`src/sv/rtnv_pkg.sv`:
```
`timescale 1ns / 1ps
`default_nettype none
// ----------------------------------------------------------------------------
// rtnv_pkg
// Shared types and constants of the RGB to NV21 converter.
// ----------------------------------------------------------------------------
package rtnv_pkg;

   localparam int ADDR_WIDTH      = 25;
   localparam int DIM_WIDTH       = 13;
   localparam int CSR_INDEX_WIDTH = 2;
   localparam int FIFO_DEPTH      = 4;

   localparam int DEFAULT_WIDTH   = 640;
   localparam int DEFAULT_HEIGHT  = 480;

   localparam logic [CSR_INDEX_WIDTH-1:0] REG_FRAME_WIDTH  = 2'd0;
   localparam logic [CSR_INDEX_WIDTH-1:0] REG_FRAME_HEIGHT = 2'd1;

   typedef struct packed {
      logic                       valid;
      logic [CSR_INDEX_WIDTH-1:0] index;
      logic [DIM_WIDTH-1:0]       data;
   } csr_write_type;

   // one accepted pixel, fully converted, waiting for its byte writes
   typedef struct packed {
      logic [ADDR_WIDTH-1:0] luma_addr;
      logic [ADDR_WIDTH-1:0] chroma_addr;
      logic [7:0]            y_byte;
      logic [7:0]            v_byte;
      logic [7:0]            u_byte;
      logic                  has_chroma;
   } pix_entry_type;

endpackage
`default_nettype wire

```
`src/sv/rtnv_fifo.sv`:
```
`timescale 1ns / 1ps
`default_nettype none
// ----------------------------------------------------------------------------
// rtnv_fifo
// Short queue of converted pixels between the front and the back end.
// ----------------------------------------------------------------------------
module rtnv_fifo
   import rtnv_pkg::*;
(
   input  wire logic          clock,
   input  wire logic          reset,
   input  wire logic          wr_en,
   input  wire pix_entry_type wr_data,
   input  wire logic          rd_en,
   output pix_entry_type      rd_data,
   output logic              full,
   output logic              empty
);

   localparam int PTR_W = $clog2(FIFO_DEPTH);

   pix_entry_type          mem_ff [FIFO_DEPTH];
   logic [PTR_W-1:0]       wr_ptr_ff, wr_ptr_in;
   logic [PTR_W-1:0]       rd_ptr_ff, rd_ptr_in;
   logic [PTR_W:0]         count_ff, count_in;
   logic                   do_wr, do_rd;

   assign full    = (count_ff == (PTR_W+1)'(FIFO_DEPTH));
   assign empty   = (count_ff == '0);
   assign do_wr   = wr_en && !full;
   assign do_rd   = rd_en && !empty;
   assign rd_data = mem_ff[rd_ptr_ff];

   always_comb begin
      wr_ptr_in = do_wr ? wr_ptr_ff + 1'b1 : wr_ptr_ff;
      rd_ptr_in = do_rd ? rd_ptr_ff + 1'b1 : rd_ptr_ff;
      count_in  = count_ff;
      if (do_wr && !do_rd) begin
         count_in = count_ff + 1'b1;
      end else if (do_rd && !do_wr) begin
         count_in = count_ff - 1'b1;
      end
   end

   always_ff @(posedge clock) begin
      if (reset) begin
         wr_ptr_ff <= '0;
         rd_ptr_ff <= '0;
         count_ff  <= '0;
      end else begin
         wr_ptr_ff <= wr_ptr_in;
         rd_ptr_ff <= rd_ptr_in;
         count_ff  <= count_in;
      end
   end

   always_ff @(posedge clock) begin
      if (do_wr) begin
         mem_ff[wr_ptr_ff] <= wr_data;
      end
   end

endmodule
`default_nettype wire

```
`src/sv/rtnv_front.sv`:
```
`timescale 1ns / 1ps
`default_nettype none
// ----------------------------------------------------------------------------
// rtnv_front
// Accepts pixels, tracks raster position and plane addresses, converts the
// pixel to Y/V/U and hands one entry per pixel to the queue. Holds the
// frame size registers.
// ----------------------------------------------------------------------------
module rtnv_front
   import rtnv_pkg::*;
#(
   parameter int MAX_WIDTH  = 4096,
   parameter int MAX_HEIGHT = 4096
)
(
   input  wire logic          clock,
   input  wire logic          reset,
   input  wire csr_write_type csr,
   input  wire logic          req_push,
   input  wire logic [7:0]    req_blue,
   input  wire logic [7:0]    req_green,
   input  wire logic [7:0]    req_red,
   input  wire logic          fifo_full,
   output logic              fifo_wr,
   output pix_entry_type     fifo_data
);

   localparam int CW = $clog2(MAX_WIDTH);
   localparam int RW = $clog2(MAX_HEIGHT);
   localparam int WW = CW + 1;
   localparam int HW = RW + 1;
   localparam int AW = WW + HW;

   localparam int RESET_W = (DEFAULT_WIDTH  > MAX_WIDTH)  ? MAX_WIDTH  : DEFAULT_WIDTH;
   localparam int RESET_H = (DEFAULT_HEIGHT > MAX_HEIGHT) ? MAX_HEIGHT : DEFAULT_HEIGHT;
   localparam logic [ADDR_WIDTH-1:0] RESET_BASE = ADDR_WIDTH'(RESET_W * RESET_H);

   logic [WW-1:0]         width_ff, width_in;
   logic [HW-1:0]         height_ff, height_in;
   logic [ADDR_WIDTH-1:0] base_ff, base_in;
   logic [CW-1:0]         col_ff, col_in;
   logic [RW-1:0]         row_ff, row_in;
   logic [ADDR_WIDTH-1:0] luma_ff, luma_in;
   logic [ADDR_WIDTH-1:0] chroma_ff, chroma_in;

   logic [WW-1:0]         clamp_w, new_w;
   logic [HW-1:0]         clamp_h, new_h;
   logic [AW-1:0]         area;
   logic                  cfg_hit;
   logic                  accept;
   logic                  has_chroma;
   logic [WW-1:0]         col_next;
   logic [HW-1:0]         row_next;

   logic [15:0]           y_sum;
   logic signed [16:0]    v_sum, u_sum;
   logic signed [16:0]    r_s, g_s, b_s;

   // zero reads as one, oversize saturates
   always_comb begin
      if (csr.data == '0) begin
         clamp_w = WW'(1);
         clamp_h = HW'(1);
      end else begin
         clamp_w = ({1'b0, csr.data} > 14'(MAX_WIDTH))  ? WW'(MAX_WIDTH)  : WW'(csr.data);
         clamp_h = ({1'b0, csr.data} > 14'(MAX_HEIGHT)) ? HW'(MAX_HEIGHT) : HW'(csr.data);
      end
   end

   always_comb begin
      new_w   = width_ff;
      new_h   = height_ff;
      cfg_hit = 1'b0;
      if (csr.valid) begin
         case (csr.index)
            REG_FRAME_WIDTH: begin
               new_w   = clamp_w;
               cfg_hit = 1'b1;
            end
            REG_FRAME_HEIGHT: begin
               new_h   = clamp_h;
               cfg_hit = 1'b1;
            end
            default: begin
               cfg_hit = 1'b0;
            end
         endcase
      end
      area = AW'(new_w) * AW'(new_h);
   end

   // pixel conversion
   always_comb begin
      y_sum = 16'd66 * 16'(req_red) + 16'd129 * 16'(req_green)
            + 16'd25 * 16'(req_blue) + 16'd128;
      r_s   = $signed({9'b0, req_red});
      g_s   = $signed({9'b0, req_green});
      b_s   = $signed({9'b0, req_blue});
      v_sum = 17'sd112 * r_s - 17'sd94 * g_s - 17'sd18 * b_s + 17'sd128;
      u_sum = 17'sd112 * b_s - 17'sd38 * r_s - 17'sd74 * g_s + 17'sd128;
   end

   assign accept     = req_push && !fifo_full;
   assign has_chroma = !row_ff[0] && !col_ff[0];
   assign col_next   = WW'(col_ff) + 1'b1;
   assign row_next   = HW'(row_ff) + 1'b1;

   always_comb begin
      fifo_wr               = accept;
      fifo_data.luma_addr   = luma_ff;
      fifo_data.chroma_addr = chroma_ff;
      // floor shift then offset, kept to the low byte
      fifo_data.y_byte      = y_sum[15:8] + 8'd16;
      fifo_data.v_byte      = v_sum[15:8] + 8'd128;
      fifo_data.u_byte      = u_sum[15:8] + 8'd128;
      fifo_data.has_chroma  = has_chroma;
   end

   always_comb begin
      width_in  = width_ff;
      height_in = height_ff;
      base_in   = base_ff;
      col_in    = col_ff;
      row_in    = row_ff;
      luma_in   = luma_ff;
      chroma_in = chroma_ff;
      if (cfg_hit) begin
         width_in  = new_w;
         height_in = new_h;
         base_in   = ADDR_WIDTH'(area);
         col_in    = '0;
         row_in    = '0;
         luma_in   = '0;
         chroma_in = ADDR_WIDTH'(area);
      end else if (accept) begin
         luma_in   = luma_ff + 1'b1;
         chroma_in = has_chroma ? chroma_ff + ADDR_WIDTH'(2) : chroma_ff;
         col_in    = CW'(col_next);
         if (col_next >= width_ff) begin
            col_in = '0;
            row_in = RW'(row_next);
            if (row_next >= height_ff) begin
               row_in    = '0;
               luma_in   = '0;
               chroma_in = base_ff;
            end
         end
      end
   end

   always_ff @(posedge clock) begin
      if (reset) begin
         width_ff  <= WW'(RESET_W);
         height_ff <= HW'(RESET_H);
         base_ff   <= RESET_BASE;
         col_ff    <= '0;
         row_ff    <= '0;
         luma_ff   <= '0;
         chroma_ff <= RESET_BASE;
      end else begin
         width_ff  <= width_in;
         height_ff <= height_in;
         base_ff   <= base_in;
         col_ff    <= col_in;
         row_ff    <= row_in;
         luma_ff   <= luma_in;
         chroma_ff <= chroma_in;
      end
   end

endmodule
`default_nettype wire

```
`src/sv/rtnv_back.sv`:
```
`timescale 1ns / 1ps
`default_nettype none
// ----------------------------------------------------------------------------
// rtnv_back
// Walks the queue head through its Y and, with chroma, V and U writes, one
// word per cycle while the receiver pops, into a registered output word.
// ----------------------------------------------------------------------------
module rtnv_back
   import rtnv_pkg::*;
(
   input  wire logic          clock,
   input  wire logic          reset,
   input  wire pix_entry_type head,
   input  wire logic          fifo_empty,
   output logic              fifo_rd,
   input  wire logic          rsp_pop,
   output logic              rsp_empty,
   output logic [ADDR_WIDTH-1:0] rsp_write_address,
   output logic [7:0]        rsp_write_byte,
   output logic              rsp_is_chroma,
   output logic              rsp_last_of_pixel
);

   localparam logic [1:0] PHASE_Y = 2'd0;
   localparam logic [1:0] PHASE_V = 2'd1;
   localparam logic [1:0] PHASE_U = 2'd2;

   logic [1:0]            phase_ff, phase_in;
   logic                  valid_ff, valid_in;
   logic [ADDR_WIDTH-1:0] addr_ff, addr_in;
   logic [7:0]            byte_ff, byte_in;
   logic                  chroma_ff, chroma_in;
   logic                  last_ff, last_in;
   logic                  load;
   logic [1:0]            phase_next;

   assign load = !fifo_empty && (!valid_ff || rsp_pop);

   always_comb begin
      case (phase_ff)
         PHASE_V: begin
            addr_in    = head.chroma_addr;
            byte_in    = head.v_byte;
            chroma_in  = 1'b1;
            last_in    = 1'b0;
            phase_next = PHASE_U;
         end
         PHASE_U: begin
            addr_in    = head.chroma_addr + 1'b1;
            byte_in    = head.u_byte;
            chroma_in  = 1'b1;
            last_in    = 1'b1;
            phase_next = PHASE_Y;
         end
         default: begin
            addr_in    = head.luma_addr;
            byte_in    = head.y_byte;
            chroma_in  = 1'b0;
            last_in    = !head.has_chroma;
            phase_next = head.has_chroma ? PHASE_V : PHASE_Y;
         end
      endcase
   end

   always_comb begin
      fifo_rd  = load && last_in;
      phase_in = load ? phase_next : phase_ff;
      if (load) begin
         valid_in = 1'b1;
      end else if (rsp_pop) begin
         valid_in = 1'b0;
      end else begin
         valid_in = valid_ff;
      end
   end

   always_ff @(posedge clock) begin
      if (reset) begin
         phase_ff <= PHASE_Y;
         valid_ff <= 1'b0;
      end else begin
         phase_ff <= phase_in;
         valid_ff <= valid_in;
      end
   end

   always_ff @(posedge clock) begin
      if (load) begin
         addr_ff   <= addr_in;
         byte_ff   <= byte_in;
         chroma_ff <= chroma_in;
         last_ff   <= last_in;
      end
   end

   assign rsp_empty         = !valid_ff;
   assign rsp_write_address = addr_ff;
   assign rsp_write_byte    = byte_ff;
   assign rsp_is_chroma     = chroma_ff;
   assign rsp_last_of_pixel = last_ff;

endmodule
`default_nettype wire

```
`src/sv/rgb_to_nv21_converter_unit.sv`:
```
`timescale 1ns / 1ps
`default_nettype none
// ----------------------------------------------------------------------------
// rgb_to_nv21_converter_unit
// Streaming RGB to NV21 (BT.601) converter producing frame buffer byte writes.
//
// Pixels enter in raster order on the req_ side (push/full). Each pixel
// gives a luma write; pixels at an even row and even column also give a V
// and a U write into the interleaved chroma plane at width*height. Words
// leave on the rsp_ side (empty/pop), oldest first, last_of_pixel marking
// the final write of each pixel.
// Throughput: the output register issues one word per cycle while the queue
// has words and the receiver pops, a pixel giving one or three words there;
// the front takes a pixel every cycle while the four-entry queue has room.
// The csr_ port (always ready) sets frame_width (index 0) and frame_height
// (index 1) and restarts the frame; write only while idle.
// Reset returns to 640x480 at frame start with no words pending. A stalled
// receiver holds the current word; the queue then fills and raises full.
// ----------------------------------------------------------------------------
module rgb_to_nv21_converter_unit
   import rtnv_pkg::*;
#(
   parameter int MAX_WIDTH  = 4096,
   parameter int MAX_HEIGHT = 4096
)
(
   input  wire logic                       clock,
   input  wire logic                       reset,
   input  wire logic                       req_push,
   output logic                           req_full,
   input  wire logic [7:0]                 req_blue,
   input  wire logic [7:0]                 req_green,
   input  wire logic [7:0]                 req_red,
   output logic                           rsp_empty,
   input  wire logic                       rsp_pop,
   output logic [ADDR_WIDTH-1:0]           rsp_write_address,
   output logic [7:0]                     rsp_write_byte,
   output logic                           rsp_is_chroma,
   output logic                           rsp_last_of_pixel,
   input  wire logic                       csr_valid,
   output logic                           csr_ready,
   input  wire logic [CSR_INDEX_WIDTH-1:0] csr_index,
   input  wire logic [DIM_WIDTH-1:0]       csr_data
);

   csr_write_type csr;
   pix_entry_type wr_data, head;
   logic          fifo_wr, fifo_rd, fifo_full, fifo_empty;

   assign csr_ready = 1'b1;
   assign csr.valid = csr_valid;
   assign csr.index = csr_index;
   assign csr.data  = csr_data;
   assign req_full  = fifo_full;

   rtnv_front #(
      .MAX_WIDTH  (MAX_WIDTH),
      .MAX_HEIGHT (MAX_HEIGHT)
   ) u_front (
      .clock     (clock),
      .reset     (reset),
      .csr       (csr),
      .req_push  (req_push),
      .req_blue  (req_blue),
      .req_green (req_green),
      .req_red   (req_red),
      .fifo_full (fifo_full),
      .fifo_wr   (fifo_wr),
      .fifo_data (wr_data)
   );

   rtnv_fifo u_fifo (
      .clock   (clock),
      .reset   (reset),
      .wr_en   (fifo_wr),
      .wr_data (wr_data),
      .rd_en   (fifo_rd),
      .rd_data (head),
      .full    (fifo_full),
      .empty   (fifo_empty)
   );

   rtnv_back u_back (
      .clock             (clock),
      .reset             (reset),
      .head              (head),
      .fifo_empty        (fifo_empty),
      .fifo_rd           (fifo_rd),
      .rsp_pop           (rsp_pop),
      .rsp_empty         (rsp_empty),
      .rsp_write_address (rsp_write_address),
      .rsp_write_byte    (rsp_write_byte),
      .rsp_is_chroma     (rsp_is_chroma),
      .rsp_last_of_pixel (rsp_last_of_pixel)
   );

endmodule
`default_nettype wire

```
`config.mk`:
```
export PLATFORM = sky130hd
export DESIGN_NAME = rgb_to_nv21_converter_unit
export DESIGN_NICKNAME = d
export VERILOG_FILES = /design/src/sv/rtnv_pkg.sv /design/src/sv/rtnv_fifo.sv /design/src/sv/rtnv_front.sv /design/src/sv/rtnv_back.sv /design/src/sv/rgb_to_nv21_converter_unit.sv
export SDC_FILE = /design/constraint.sdc
export NUM_CORES = 1
export LEC_CHECK = 0
export ABC_AREA = 1
export BUFFER_PORTS_ARGS = -buffer_cell sky130_fd_sc_hd__buf_2
export CORE_MARGIN = 5
export CORE_UTILIZATION = 30
export DETAILED_ROUTE_END_ITERATION = 10
export GPL_TIMING_DRIVEN = 0
export PLACE_DENSITY_LB_ADDON = 0.12
export SLEW_MARGIN = 40
export SYNTH_ARGS = -nofsm -noshare
export SYNTH_HDL_FRONTEND = slang
export SYNTH_SLANG_ARGS = --single-unit
```
`constraint.sdc`:
```
create_clock -name clock -period 7.3 [get_ports clock]
set_input_delay 0.73 -clock clock [delete_from_list [all_inputs] [get_ports clock]]
set_output_delay 0.73 -clock clock [all_outputs]
set_load 0.03 [all_outputs]
```
==> flow_summary.toml <==
[run_status]
status = "completed"

[placement]
portBuffers = 79
gp_congestion = 0.886
hpwl_mm = 84.5
placed_cells = 5728

[logic_synthesis]
synth_warnings = 0
synth_nets = 4680
synth.most_common_cell = "nand2_1"
netlist_instances = 4098
synth_area_sq_um = 35100
synth_top_area_share = 0.287
synth_seq_area_share = 0.365
synth_cell_types = 55
synth_area_leaders = "edfxtp_1 29%, fa_1 12%, ha_1 12%"
yosys.area.top_type = "edfxtp_1"
syn_area_per_cell_sq_um = 8.55
ys_seq_elements = 472
synth-main-ff-cell = "edfxtp_1"
synthTopCellsByCount = "891 x nand2_1, 690 x inv_1, 378 x nor2_1, 335 x edfxtp_1, 330 x ha_1"
async_reset_ff_frac = 0
synth_edf_count = 335

[route]
drc = 0
avgRoutedWirePerCell_um = 18.4
drtAntennaViolNets = 0
met2_length_mm = 49.2
wl_met3_mm = 3.33
vias_per_cell = 4.65
drt-total-wl_mm = 107
vias = 27100
drt_first_pass_iters = 7
met1_length_mm = 52.3
routed.top_layer = "met4"
drtIter0Drc = 1504

[sta]
grt_setup_unrepaired = "false"
maxSlewHeadroom = 0.416
setup_violations = 0
period_minus_slack_ns = 6.88
worst_pin_slew_ns = 0.871
fmax_ghz = 0.145
skew_ns = 0.0233
finalHoldViolCount = 0
fin_crit_sh = 0.942
fin_setup_tns_ns = 0
slew_violations = 0

[grt]
grt_use_total = 0.174
grt_pass1_vias = 27100
antenna_found_initial = 2
grt_first_pass_wirelength_mm = 166
grt_max_degree = 19
overflow = 0

[job]
maxCapViolCount = 0

[cts]
cts_tree = "built"
max-clock-path-buffers = 3
holdBufCountCts = 0
htree_levels = 2
cts_setup_buffers = 0
cts_buffers = 52
path_clk_slew_ns = 0.07
clock_sinks = 472
ctsResizeCount = 0
clk_latency_ns = 0.62
root_buffer = "clkbuf_16"

[cells_and_area]
area_growth_pct = 13.2
nNetsFinal = 4840
antennaDiodeCount = 0
drive_above_1_share = 0.0814
fin_cells = 5826
num-fill-cells = 12300

[floorplan]
core_area_sq_um = 116000
die-area_sq_um = 124000
start_util = 0.302
pin_count = 82
die_w_um = 352
dieHeight_um = 352
fp-row-count = 125

[worst_setup_path]
crit_top_cell = "inv_1"
crit_path_end_kind = "flip-flop"
critPathKind = "input pin to flip-flop"
critPathMaxFanout = 10
slowest_delay_ns = 0.57
critPathLaunchType = "input pin"
worstPathArrival_ns = 7.43
required_ns = 7.85
cp_slowest_cell = "fa_1"
ff2ff_setup_slack_ns = 1.18

[power]
power.leakage_nw = 18.1
finalPower_mw = 16.1
peakVddDrop_v = 0.000294
p_per_area_nw_per_um2 = 406

[hold_path]
hold_path.class = "flip-flop to flip-flop"
worst max-delay path: cells and delay by family:
family	cells	cell delay, ns
compound gates	4	1.02
fa+ha+maj	6	2.82
buf+inv	8	0.88
simple gates	11	1.97
cell families (layout without fill, tap and decap cells):
kind of cell             Yosys count  in the layout  synth area share
AO/OA/AOI/OAI                    508            508            0.0803
XOR/XNOR                         100            100            0.0250
adder cells (fa/ha/maj)          538            538             0.237
other                              1              1          0.000107
buffers and inverters            812           1016            0.0916
flip-flops                       472            472             0.365
AND/OR/NAND/NOR                 1667           1667             0.201
final timing paths:
kind	end	depth (start not counted)	from
setup / recovery	u_front.chroma_ff[17]	29	csr_data[3]
hold / removal	u_front.base_ff[9]	2	u_front.base_ff[9]
setup reg to reg	u_front.chroma_ff[17]	21	u_front.width_ff[10]
hold reg to reg	u_front.base_ff[9]	2	u_front.base_ff[9]
placed cells by master, fill, tap and decap left out, types with 9 or more instances in the layout:
cell,n
o21ai_0,198
o22ai_1,41
nand3b_1,16
a21o_1,12
clkbuf_1,67
fa_1,208
dfxtp_1,137
o21ai_1,9
a31oi_1,19
buf_16,10
a211oi_1,13
buf_2,119
nand2_2,27
a21oi_1,176
buf_8,17
clkbuf_16,52
nor2_2,22
nand4_1,35
inv_1,690
or2_2,9
nand2_1,891
nand3_2,12
o211ai_1,9
edfxtp_1,335
xnor2_1,37
nor2_1,374
ha_1,330
xor2_1,63
nor2_4,12
nand3_1,229
nor3_1,26
flip-flops by register name, summed over array words and instances (netlist names), named ones only:
| name | count |
|---|---|
| u_back.phase_ff | 2 |
| u_back.rsp_is_chroma | 1 |
| u_back.rsp_last_of_pixel | 1 |
| u_back.rsp_write_address | 25 |
| u_back.rsp_write_byte | 8 |
| u_back.valid_ff | 1 |
| u_fifo.count_ff | 3 |
| u_fifo.mem_ff | 300 |
| u_fifo.rd_ptr_ff | 2 |
| u_fifo.wr_ptr_ff | 2 |
| u_front.base_ff | 25 |
| u_front.chroma_ff | 25 |
| u_front.col_ff | 12 |
| u_front.height_ff | 13 |
| u_front.luma_ff | 25 |
| u_front.row_ff | 12 |
| u_front.width_ff | 13 |
report_power, final:
group / switching (mW) / internal (mW)
combinational: 6.09 / 2.76
clock: 1.11 / 1.61
sequential: 0.184 / 4.36
routing by layer:
| metal | global-route usage | vias to the layer above |
|---|---|---|
| met1 | 0.249 | 13000 |
| met4 | 0.0390 | 0 |
| met2 | 0.286 | 425 |
| met3 | 0.0151 | 106 |
| met5 | 0 | - |
| li1 | - | 13600 |
metrics by stage:
step	cell area, sq um	setup slack, ns	hold WS [ns]	utilization
after global routing	39700	0.00343	0.484	0.342
after floorplan	35100	1.45	0.429	-
after global placement	37400	-1.40	0.443	0.322
after detailed placement	37900	-0.159	0.445	0.327
final	39700	0.423	0.458	0.342
after CTS	39700	0.481	0.462	0.342
area by class of cell:
class	count	area [sq um]	share of cell area
plain buffers	109	563	0.0142
clock inverters	20	282	0.00709
inverters	703	2650	0.0667
well taps	1524	1910	0.0481
multi-input cells	2814	19100	0.481
clock buffers	78	1470	0.0370
repair buffers	106	916	0.0231
flip-flops and latches	472	12800	0.323
(Power assumes the default switching activity.)
